### src/rtl/near_best_score_filter_macros.svh
`ifndef NEAR_BEST_SCORE_FILTER_MACROS_SVH
`define NEAR_BEST_SCORE_FILTER_MACROS_SVH

// same-cycle implication
`define NBSF_ASSERT_NOW(label, clk, rst_n, a, b, msg) \
    label: assert property (@(posedge clk) disable iff (!rst_n) (a) |-> (b)) \
        else $error(msg);

// next-cycle implication
`define NBSF_ASSERT_NEXT(label, clk, rst_n, a, b, msg) \
    label: assert property (@(posedge clk) disable iff (!rst_n) (a) |=> (b)) \
        else $error(msg);

`endif

### src/rtl/nbsf_pkg.sv
`timescale 1ns / 1ps

package nbsf_pkg;

    localparam int SCORE_W = 27;
    localparam int IDX_W   = 6;
    localparam int FRAC_W  = 17;
    localparam int IN_W    = 160;
    localparam int OUT_W   = 40;
    localparam int Q_DEPTH = 4;
    localparam int Q_AW    = 2;

    localparam logic [FRAC_W-1:0] FRAC_ONE = 17'h10000;

    typedef logic signed [SCORE_W-1:0] score_t;

    typedef struct packed {
        logic   last;
        score_t score;
    } rec_t;

    typedef struct packed {
        logic busy;
        logic full;
    } stat_t;

endpackage

### src/rtl/nbsf_score.sv
`timescale 1ns / 1ps

module nbsf_score (
    input  logic                      clk,
    input  logic                      rst_n,
    input  logic                      in_valid,
    output logic                      in_ready,
    input  logic [nbsf_pkg::IN_W-1:0] in_data,
    input  logic                      in_last,
    output logic                      out_valid,
    input  logic                      out_ready,
    output nbsf_pkg::rec_t            out_rec
);
    import nbsf_pkg::*;

    logic        v1_reg;
    logic        last1_reg;
    logic [24:0] sum_mr_reg;
    logic [23:0] mis_reg;
    logic [20:0] gapc_reg;
    logic [24:0] gapb_reg;
    logic        v2_reg;
    rec_t        rec_reg;
    logic        adv;
    score_t      score_next;

    assign adv      = !v2_reg || out_ready;
    assign in_ready = adv;

    // matches + repeats - mismatches - 2*gap count - gap bases/2
    assign score_next = SCORE_W'(sum_mr_reg) - SCORE_W'(mis_reg)
                      - {5'b0, gapc_reg, 1'b0} - SCORE_W'(gapb_reg[24:1]);

    always_ff @(posedge clk or negedge rst_n)
    begin
        if (!rst_n)
        begin
            v1_reg <= 1'b0;
            v2_reg <= 1'b0;
        end
        else if (adv)
        begin
            v1_reg <= in_valid;
            v2_reg <= v1_reg;
        end
    end

    always_ff @(posedge clk)
    begin
        if (adv)
        begin
            sum_mr_reg <= 25'(in_data[23:0]) + 25'(in_data[47:24]);
            mis_reg    <= in_data[71:48];
            gapc_reg   <= 21'(in_data[91:72]) + 21'(in_data[111:92]);
            gapb_reg   <= 25'(in_data[135:112]) + 25'(in_data[159:136]);
            last1_reg  <= in_last;
            rec_reg    <= '{last: last1_reg, score: score_next};
        end
    end

    assign out_valid = v2_reg;
    assign out_rec   = rec_reg;

endmodule

### src/rtl/nbsf_queue.sv
`timescale 1ns / 1ps

module nbsf_queue (
    input  logic           clk,
    input  logic           rst_n,
    input  logic           in_valid,
    output logic           in_ready,
    input  nbsf_pkg::rec_t in_rec,
    output logic           out_valid,
    input  logic           out_ready,
    output nbsf_pkg::rec_t out_rec
);
    import nbsf_pkg::*;

    rec_t            entry_reg [Q_DEPTH];
    logic [Q_AW-1:0] wr_ptr_reg;
    logic [Q_AW-1:0] rd_ptr_reg;
    logic [Q_AW:0]   count_reg;
    logic [Q_AW:0]   count_next;
    logic            push;
    logic            pop;

    assign in_ready  = count_reg != (Q_AW+1)'(Q_DEPTH);
    assign out_valid = count_reg != '0;
    assign out_rec   = entry_reg[rd_ptr_reg];
    assign push      = in_valid && in_ready;
    assign pop       = out_valid && out_ready;

    always_comb
    begin
        count_next = count_reg;
        if (push && !pop)
            count_next = count_reg + (Q_AW+1)'(1);
        else if (pop && !push)
            count_next = count_reg - (Q_AW+1)'(1);
    end

    always_ff @(posedge clk or negedge rst_n)
    begin
        if (!rst_n)
        begin
            wr_ptr_reg <= '0;
            rd_ptr_reg <= '0;
            count_reg  <= '0;
        end
        else
        begin
            if (push)
                wr_ptr_reg <= wr_ptr_reg + Q_AW'(1);
            if (pop)
                rd_ptr_reg <= rd_ptr_reg + Q_AW'(1);
            count_reg <= count_next;
        end
    end

    always_ff @(posedge clk)
    begin
        if (push)
            entry_reg[wr_ptr_reg] <= in_rec;
    end

endmodule

### src/rtl/nbsf_group.sv
`timescale 1ns / 1ps

module nbsf_group #(
    parameter int GROUP_DEPTH = 64
) (
    input  logic                        clk,
    input  logic                        rst_n,
    input  logic [nbsf_pkg::FRAC_W-1:0] frac,
    input  logic                        in_valid,
    output logic                        in_ready,
    input  nbsf_pkg::rec_t              in_rec,
    output logic                        out_valid,
    input  logic                        out_ready,
    output logic [nbsf_pkg::IDX_W-1:0]  out_index,
    output nbsf_pkg::score_t            out_score,
    output logic                        out_keep,
    output logic                        out_last,
    output logic                        out_ovf,
    output nbsf_pkg::stat_t             stat
);
    import nbsf_pkg::*;

    localparam int AW = (GROUP_DEPTH > 1) ? $clog2(GROUP_DEPTH) : 1;
    localparam int CW = $clog2(GROUP_DEPTH + 1);

    localparam logic [1:0] ST_COLLECT = 2'd0;
    localparam logic [1:0] ST_MUL     = 2'd1;
    localparam logic [1:0] ST_EMIT    = 2'd2;

    score_t                  mem [GROUP_DEPTH];
    score_t                  rd_data_reg;
    logic [1:0]              state_reg;
    logic [CW-1:0]           count_reg;
    score_t                  best_reg;
    logic                    ovf_reg;
    logic [AW-1:0]           idx_reg;
    logic signed [44:0]      rhs_reg;
    logic                    out_valid_reg;
    logic [IDX_W-1:0]        out_index_reg;
    score_t                  out_score_reg;
    logic                    out_keep_reg;
    logic                    out_last_reg;
    logic                    out_ovf_reg;

    logic                    pop;
    logic                    has_room;
    logic                    wr_en;
    logic                    rd_en;
    logic [AW-1:0]           rd_addr;
    logic                    out_free;
    logic                    is_last;
    logic                    keep_next;
    logic [FRAC_W-1:0]       frac_sat;
    logic [FRAC_W-1:0]       diff;
    logic signed [44:0]      rhs_next;

    assign in_ready = state_reg == ST_COLLECT;
    assign pop      = in_valid && in_ready;
    assign has_room = count_reg < CW'(GROUP_DEPTH);
    assign wr_en    = pop && has_room;
    assign out_free = !out_valid_reg || out_ready;
    assign is_last  = (CW'(idx_reg) + CW'(1)) == count_reg;
    assign rd_en    = (state_reg == ST_MUL)
                   || (state_reg == ST_EMIT && out_free && !is_last);
    assign rd_addr  = (state_reg == ST_EMIT) ? idx_reg + AW'(1) : idx_reg;

    // fractions above one clamp to one
    assign frac_sat = (frac > FRAC_ONE) ? FRAC_ONE : frac;
    assign diff     = FRAC_ONE - frac_sat;
    assign rhs_next = best_reg * $signed({1'b0, diff});
    assign keep_next = $signed({{2{rd_data_reg[SCORE_W-1]}}, rd_data_reg, 16'h0000})
                       >= rhs_reg;

    always_ff @(posedge clk)
    begin
        if (wr_en)
            mem[count_reg[AW-1:0]] <= in_rec.score;
        if (rd_en)
            rd_data_reg <= mem[rd_addr];
    end

    always_ff @(posedge clk)
    begin
        if (state_reg == ST_MUL)
            rhs_reg <= rhs_next;
        if (state_reg == ST_EMIT && out_free)
        begin
            out_index_reg <= IDX_W'(idx_reg);
            out_score_reg <= rd_data_reg;
            out_keep_reg  <= keep_next;
            out_last_reg  <= is_last;
            out_ovf_reg   <= ovf_reg;
        end
    end

    always_ff @(posedge clk or negedge rst_n)
    begin
        if (!rst_n)
        begin
            state_reg     <= ST_COLLECT;
            count_reg     <= '0;
            best_reg      <= '0;
            ovf_reg       <= 1'b0;
            idx_reg       <= '0;
            out_valid_reg <= 1'b0;
        end
        else
        begin
            if (out_valid_reg && out_ready)
                out_valid_reg <= 1'b0;
            case (state_reg)
                ST_COLLECT:
                begin
                    if (pop)
                    begin
                        if (in_rec.score > best_reg)
                            best_reg <= in_rec.score;
                        if (has_room)
                            count_reg <= count_reg + CW'(1);
                        else
                            ovf_reg <= 1'b1;
                        if (in_rec.last)
                            state_reg <= ST_MUL;
                    end
                end
                ST_MUL:
                begin
                    state_reg <= ST_EMIT;
                end
                ST_EMIT:
                begin
                    if (out_free)
                    begin
                        out_valid_reg <= 1'b1;
                        if (is_last)
                        begin
                            state_reg <= ST_COLLECT;
                            count_reg <= '0;
                            best_reg  <= '0;
                            ovf_reg   <= 1'b0;
                            idx_reg   <= '0;
                        end
                        else
                            idx_reg <= idx_reg + AW'(1);
                    end
                end
                default:
                begin
                    state_reg <= ST_COLLECT;
                end
            endcase
        end
    end

    assign out_valid = out_valid_reg;
    assign out_index = out_index_reg;
    assign out_score = out_score_reg;
    assign out_keep  = out_keep_reg;
    assign out_last  = out_last_reg;
    assign out_ovf   = out_ovf_reg;
    assign stat      = '{busy: state_reg != ST_COLLECT, full: !has_room};

endmodule

### src/rtl/near_best_score_filter.sv
`timescale 1ns / 1ps
// channel     dir  handshake                      payload
// s_axis      in   s_axis_tvalid / s_axis_tready  tdata: alignment counts, tlast: group end
// m_axis      out  m_axis_tvalid / m_axis_tready  tdata: index, score; tlast; tuser: keep, ovf
// cfg         in   cfg_we                         cfg_wdata: near-best fraction, Q1.16
//
// Front scores one record a cycle while the queue accepts, through the sum registers
// and then the score register, into a 4-item queue. Back takes one record a cycle
// while collecting; at group end ST_MUL does the threshold multiply, then one result a
// cycle leaves the score memory while m_axis is not stalled. The queue stalls only
// while the back drains. rst_n is asynchronous; the score memory is not cleared.
module near_best_score_filter #(
    parameter int GROUP_DEPTH = 64
) (
    input  logic                        clk,
    input  logic                        rst_n,
    input  logic                        cfg_we,
    input  logic [nbsf_pkg::FRAC_W-1:0] cfg_wdata,
    input  logic                        s_axis_tvalid,
    output logic                        s_axis_tready,
    // match, repeat match, mismatch, query gap count, target gap count,
    // query gap bases, target gap bases
    input  logic [nbsf_pkg::IN_W-1:0]   s_axis_tdata,
    input  logic                        s_axis_tlast,
    output logic                        m_axis_tvalid,
    input  logic                        m_axis_tready,
    // record_index, record_score, zero fill
    output logic [nbsf_pkg::OUT_W-1:0]  m_axis_tdata,
    output logic                        m_axis_tlast,
    // keep, overflow
    output logic [1:0]                  m_axis_tuser
);
    import nbsf_pkg::*;

`include "near_best_score_filter_macros.svh"

    logic [FRAC_W-1:0] frac_reg;
    logic              f_valid;
    logic              f_ready;
    rec_t              f_rec;
    logic              q_valid;
    logic              q_ready;
    rec_t              q_rec;
    logic [IDX_W-1:0]  out_index;
    score_t            out_score;
    logic              out_keep;
    logic              out_ovf;
    stat_t             stat;
    logic              q_pop;
    logic              m_stall;

    always_ff @(posedge clk or negedge rst_n)
    begin
        if (!rst_n)
            frac_reg <= FRAC_W'(66);
        else if (cfg_we)
            frac_reg <= cfg_wdata;
    end

    nbsf_score u_score (
        .clk       (clk),
        .rst_n     (rst_n),
        .in_valid  (s_axis_tvalid),
        .in_ready  (s_axis_tready),
        .in_data   (s_axis_tdata),
        .in_last   (s_axis_tlast),
        .out_valid (f_valid),
        .out_ready (f_ready),
        .out_rec   (f_rec)
    );

    nbsf_queue u_queue (
        .clk       (clk),
        .rst_n     (rst_n),
        .in_valid  (f_valid),
        .in_ready  (f_ready),
        .in_rec    (f_rec),
        .out_valid (q_valid),
        .out_ready (q_ready),
        .out_rec   (q_rec)
    );

    nbsf_group #(
        .GROUP_DEPTH (GROUP_DEPTH)
    ) u_group (
        .clk       (clk),
        .rst_n     (rst_n),
        .frac      (frac_reg),
        .in_valid  (q_valid),
        .in_ready  (q_ready),
        .in_rec    (q_rec),
        .out_valid (m_axis_tvalid),
        .out_ready (m_axis_tready),
        .out_index (out_index),
        .out_score (out_score),
        .out_keep  (out_keep),
        .out_last  (m_axis_tlast),
        .out_ovf   (out_ovf),
        .stat      (stat)
    );

    assign m_axis_tdata = {(OUT_W-IDX_W-SCORE_W)'(0), out_score, out_index};
    assign m_axis_tuser = {out_ovf, out_keep};

    assign q_pop   = q_valid && q_ready;
    assign m_stall = m_axis_tvalid && !m_axis_tready;

    `NBSF_ASSERT_NOW(a_no_pop_busy, clk, rst_n, stat.busy, !q_pop, "pop during drain")
    `NBSF_ASSERT_NEXT(a_end_drains, clk, rst_n, q_pop && q_rec.last, stat.busy, "no drain")
    `NBSF_ASSERT_NEXT(a_out_held, clk, rst_n, m_stall, m_axis_tvalid, "result withdrawn")
    `NBSF_ASSERT_NEXT(a_full, clk, rst_n, stat.full && q_ready, stat.full || stat.busy, "full")

endmodule
### config.mk
export PLATFORM = sky130hd
export DESIGN_NAME = near_best_score_filter
export DESIGN_NICKNAME = d
export VERILOG_FILES = /design/src/rtl/nbsf_pkg.sv /design/src/rtl/nbsf_score.sv /design/src/rtl/nbsf_queue.sv /design/src/rtl/nbsf_group.sv /design/src/rtl/near_best_score_filter.sv
export VERILOG_INCLUDE_DIRS = /design/src /design/src/rtl
export SDC_FILE = /design/constraint.sdc
export NUM_CORES = 2
export LEC_CHECK = 0
export BUFFER_PORTS_ARGS = -buffer_cell sky130_fd_sc_hd__buf_2
export CAP_MARGIN = 20
export CORE_ASPECT_RATIO = 1.75
export CORE_MARGIN = 4
export CORE_UTILIZATION = 50
export CTS_CLUSTER_DIAMETER = 60
export CTS_CLUSTER_SIZE = 24
export DETAILED_ROUTE_END_ITERATION = 8
export PLACE_DENSITY = 0.66
export RECOVER_POWER = 50
export SYNTH_ARGS = -nofsm -noshare
export SYNTH_HDL_FRONTEND = slang
export SYNTH_SLANG_ARGS = --single-unit
### constraint.sdc
create_clock -name clk -period 18.86 [get_ports clk]
set_input_delay 0.943 -clock clk [delete_from_list [all_inputs] [get_ports clk]]
set_output_delay 0.943 -clock clk [all_outputs]
set_load 0.05 [all_outputs]
# ---- After elaboration in Yosys (flattened, before gate mapping)
# Memory sizes are Yosys's and may differ from the RTL's. A register that Yosys moved wholly into a read port is not among the register bits.
# Cells that the tools add are included.
dict set report totals {
  ff_bits 275
  mem_bits_rw 1840
  memories 2
}
dict set report op_classes {
  addsub 14
  n_mul 1
  order_cmp 4
  n_eq_ne 11
  n_mux 32
  n_reduce_logical 25
}
# name words word_bits read_ports rd_ports_with_merged_regs wr line_no
set memory_table {}
lappend memory_table {u_group.mem 64 27 1 1 1 nbsf_group.sv:30} ;# score_t mem [GROUP_DEPTH];
lappend memory_table {u_queue.entry_reg 4 28 1 0 1 nbsf_queue.sv:15} ;# rec_t entry_reg [Q_DEPTH];
# op n
set ops {}
lappend ops {{$mux 27} 4}
lappend ops {{$pmux 27 s2} 1}
lappend ops {{$add 24x24->25} 2}
lappend ops {{$ge 43x45->1} 1}
lappend ops {{$mul 27x18->45} 1}
lappend ops {{$mux 7} 4}
lappend ops {{$gt 27x27->1} 1}
lappend ops {{$sub 27x22->27} 1}
lappend ops {{$sub 27x24->27} 1}
lappend ops {{$sub 25x24->26} 1}
lappend ops {{$add 20x20->21} 1}
lappend ops {{$gt 17x17->1 const B} 1}
lappend ops {{$mux 17} 1}
lappend ops {{$sub 17x17->17 const A} 1}
lappend ops {{$reduce_and 5->1} 3}
lappend ops {{$pmux 7 s2} 1}
lappend ops {{$mux 6} 2}
lappend ops {{$mux 1} 11}
lappend ops {{$ne 2x2->1 const B} 5}
lappend ops {{$logic_and 1x1->1} 8}
lappend ops {{$mux 2} 4}
lappend ops {{$add 6x1->7 const B} 1}
lappend ops {{$add 7x1->7 const B} 1}
lappend ops {{$eq 7x7->1} 1}
lappend ops {{other kinds (19)} 29}

# ---- Logic depth before layout (Yosys ltp)
dict set report logic_depth {
  ltp_word 6
  ltp_mapped 35
}

# ---- By module
# A second synthesis with hierarchy kept.
dict set report hier_totals {
  cells_unflattened 6144
  area_unflattened_um2 104161.1
}
# module instances cells_per_inst area_per_inst_um2 seq_area_each_um2
set by_module_without_submodules {}
lappend by_module_without_submodules {nbsf_group 1 4925 88855.2 56233.9}
lappend by_module_without_submodules {nbsf_score 1 992 10089.7 3743.6}
lappend by_module_without_submodules {nbsf_queue 1 181 4456.8 3538.4}
lappend by_module_without_submodules {near_best_score_filter 1 46 759.5 427.9}

# ---- Worst setup path after synthesis
# Ideal clock, no wire load.
dict set report synth_path {
  kind {reg2reg}
  startpoint {register frac_reg[16]}
  endpoint {register u_group.rhs_reg[43] (data pin)}
  setup_time_ns 0.255
  t_arrival_ns 8.201
  slack_ns 10.404
  stages_incl_launch_ff 35
  period_less_slack_ns 8.456
  cell_sequence {dfrtp_1 > clkbuf_1 > clkbuf_1 > nor2b_1 > clkbuf_1 > inv_1 > ha_1 > clkbuf_1 > o21ai_1 > or3_1 > a31oi_2 > buf_2 > nand2_1 > fa_1 > inv_1 > fa_1 > inv_1 > fa_1 > inv_1 > fa_1 > fa_1 > inv_1 > fa_1 > inv_1 > ha_1 > clkbuf_1 > nand4_1 > nor3b_1 > a2111oi_0 > o31ai_1 > a21oi_1 > o31ai_1 > a211oi_1 > or3b_2 > and3_1}
}
dict set report synth_via {
  elab_chain_cells 4
}
# item line_no
set synth_rtl {}
lappend synth_rtl {{start: declaration} near_best_score_filter.sv:37} ;# logic [FRAC_W-1:0] frac_reg;
lappend synth_rtl {{start signal: assignment} near_best_score_filter.sv:57} ;# frac_reg <= cfg_wdata;
lappend synth_rtl {{$gt 17x17->1} nbsf_group.sv:68} ;# assign frac_sat = (frac > FRAC_ONE) ? FRAC_ONE : frac;
lappend synth_rtl {{$mux 17 (*)} nbsf_group.sv:68}
lappend synth_rtl {{$sub 17x17->17 (*)} nbsf_group.sv:69} ;# assign diff = FRAC_ONE - frac_sat;
lappend synth_rtl {{$mul 27x18->45 (*)} nbsf_group.sv:70} ;# assign rhs_next = best_reg * $signed({1'b0, diff});
lappend synth_rtl {{named net u_group.rhs_next[43]} nbsf_group.sv:55} ;# logic signed [44:0] rhs_next;
lappend synth_rtl {{end signal: assignment} nbsf_group.sv:85} ;# rhs_reg <= rhs_next;
lappend synth_rtl {{end: declaration} nbsf_group.sv:37} ;# logic signed [44:0] rhs_reg;
# Mark *: on every way through the listed nets, which the timed path passes. The rest lies on a longest branch.
# A chain may end at the register's enable or synchronous reset.

# ---- Final worst setup path
dict set report layout_path {
  startpoint {register frac_reg[16]}
  endpoint {register u_group.rhs_reg[41] (data pin)}
}
# Same word-level chain as after synthesis.

==> metrics.txt <==
setup repair after global routing missed its margin false; number of global-route vias before repair about 58k; Setup Crit Path Kind flip-flop to flip-flop; CTS H-tree depth 3; actual transition at the worst max-transition pin 4300 ps; violated checks capacitance limit, slew limit; Clock Tree Root sky130_fd_sc_hd__clkbuf_16; multiplexer share of the synthesized area 0.134; Gates resized, CTS repair 0; number of detailed-routing iterations run before antenna repair 6; Final Max Slew Viols slightly below 2k; Syn Area/Cell 17.1 sq um; number of flops mapped to enable cells by yosys 2071; first-pass GRT wire length between 300 and 400 mm; Routed WL per cell about 29 um; Unique masters post-synth 73; run status complete, but fails checks; Chip Height between 600 and 700 um; final worst slack 7730 ps; first-iteration detailed-routing DRC count 4704; Startpoint Class flip-flop; placer's final routability congestion estimate a little over 0.9; number of buffer cells added on primary ports 220; hold slack around 360 ps; Top Ports around 230; layout cell share with drive strength beyond 1 0.183; Skew-Pair Late Insertion Delay just under 800 ps; Maximum Capacitance Violations 35; Relative slew margins -1.87; post-route ant nets 0; flip-flop and latch count after synthesis about 2.1k; HPWL after detailed placement between 150 and 200 mm; hold-fix buffer count after cts 1; most frequent standard cell in the layout excluding fill and tap cells sky130_fd_sc_hd__edfxtp_1; category of the worst setup path capture point flip-flop; deepest clock path buffer count 3; simple-gate share of the synthesized area 0.0436; top library cells by usage in the layout, fill and taps aside sky130_fd_sc_hd__edfxtp_1, sky130_fd_sc_hd__inv_1, sky130_fd_sc_hd__mux4_2, sky130_fd_sc_hd__fa_1, sky130_fd_sc_hd__nand2_1; xor-xnor portion of the synthesized cell area 0.0141; Cell Area, Synth a little over 100000 sq um; Compound-Gate Fraction of Synth Area 0.0291; number of buffers created by CTS roughly 110; Rows between 200 and 250; gr usage total 0.248; count of clock tree sinks between 2k and 2.5k; core area around 200000 sq um; CTS clk-pin slew, worst paths around 90 ps; x dimension of the die approximately 350 um; longest individual stage delay on the worst path around 1200 ps; growth of design area from synthesis to finish 8.22%; NumNets Final around 7.3k; largest net degree at the start of global routing 125; final period utilization 0.590; count of vias placed by the detailed router 54.2k; final setup fails 0; final-report hold violation count 0; detail-routed via count per cell 5.99; type of the worst min-delay path input port to flip-flop; critical-path cell with the highest stage delay sky130_fd_sc_hd__clkbuf_1; number of remaining DRC errors 0; sum of routed wire length over all layers around 260 mm; setup skew after layout 71.6 ps; flip-flop cell with the highest count after synthesis sky130_fd_sc_hd__edfxtp_1; Setup Buffers After CTS 0; crit-path max FO 28; Achievable Freq roughly 0.090 GHz; Worst EP required approximately 19000 ps; register area share after synthesis 0.619; Arrival @ worst endpoint approximately 12000 ps; placement-stage worst setup slack about 8900 ps; Die Area 214000 sq um; residual overflow from global routing 0; cell occurring most often along the worst timing path sky130_fd_sc_hd__fa_1; number of standard cells in the final layout excluding fillers between 9k and 10k; count of yosys warnings during synthesis 0; Gate Count Post-Synth roughly 6k; starting density of the core 0.503; CTS tree yes; main combinational cell family by area after synthesis multiplexers; number of antenna violations at the first check in global routing 5; setup TNS after final layout 0 ps; number of flip-flops under the largest register name between 1.5k and 2k; post-route minimum period 11130 ps; adder-cell area share of the yosys netlist 0.127; fraction of registers with async set/reset 0.0327; dpl cells slightly below 9k
[routing by layer]
layer	vias up	wire length, um	GRT usage
met3	534	13600	0.0304
met4	2	14600	0.114
met2	1849	146000	0.466
met1	28751	88900	0.279
met5	-	13	0
li1	23056	-	-
[final timing paths]
kind | endpoint | startpoint | depth (start not counted) | slack (ps)
max in group asynchronous | u_queue.rd_ptr_reg[0] | rst_n | 3 | 13080
min in group asynchronous | frac_reg[7] | rst_n | 2 | 840
hold / removal | u_score.mis_reg[16] | s_axis_tdata[64] | 1 | 360
hold reg to reg | u_score.out_rec[27] | u_score.last1_reg | 0 | 430
setup / recovery | u_group.rhs_reg[41] | frac_reg[16] | 29 | 7730
setup reg to reg | u_group.rhs_reg[41] | frac_reg[16] | 29 | 7730
[cell usage after synthesis, drive strengths merged (21+ instances only)]
library cell | count | area (sq um)
nor4 | 34 | 219
nand2b | 38 | 238
mux2i | 29 | 290
o21ai | 93 | 469
a21oi | 148 | 741
o21a | 26 | 195
nand3 | 33 | 165
nand4 | 23 | 144
xnor2 | 120 | 1060
dfrtp | 68 | 1700
ha | 291 | 3640
clkbuf | 155 | 582
nand2 | 384 | 1440
a21o | 78 | 586
edfxtp | 2071 | 62200
nor2b | 25 | 156
o21bai | 22 | 165
and2 | 79 | 494
a31oi | 21 | 138
fa | 472 | 9450
nor2 | 224 | 841
nor3 | 67 | 335
inv | 644 | 2420
mux4 | 595 | 13400
buf | 92 | 463
xor2 | 45 | 394
[critical path, delay by kind of cell, from the launching register on]
| family | cells | cell delay [ps] |
|---|---|---|
| AOI/OAI and AO/OA | 11 | 2920 |
| xor gates and xnor gates | 1 | 160 |
| adders and majority gates | 8 | 4000 |
| buffers and inverters | 7 | 2610 |
| DFF | 1 | 800 |
| and+or+nand+nor | 2 | 380 |
[kinds of logic after synthesis]
family	after synthesis
flops	2141
simple gates	973
buf+inv	893
fa+ha+maj	763
mux	641
compound gates	475
xor+xnor	165
other cells	1
[final cells by class]
cell class / instances / area, sq um
sequential: 2141 / 63900
fill: 16104 / 93500
clock buffer: 137 / 2860
antenna: 3 / 7.51
tap: 2664 / 3330
inverter: 646 / 2420
clock inverter: 30 / 402
timing repair buffer: 398 / 2310
multi-input combinational: 3024 / 36600
[stage by stage]
step,utilization,cell area [sq um]
floorplan,-,103000
global placement,0.529,109000
detailed placement,0.530,109000
CTS,0.546,112000
global route,0.545,112000
finish,0.545,112000
Power is not shown: default switching activity piles up to over one toggle a cycle in this logic, so the estimate is an artifact.
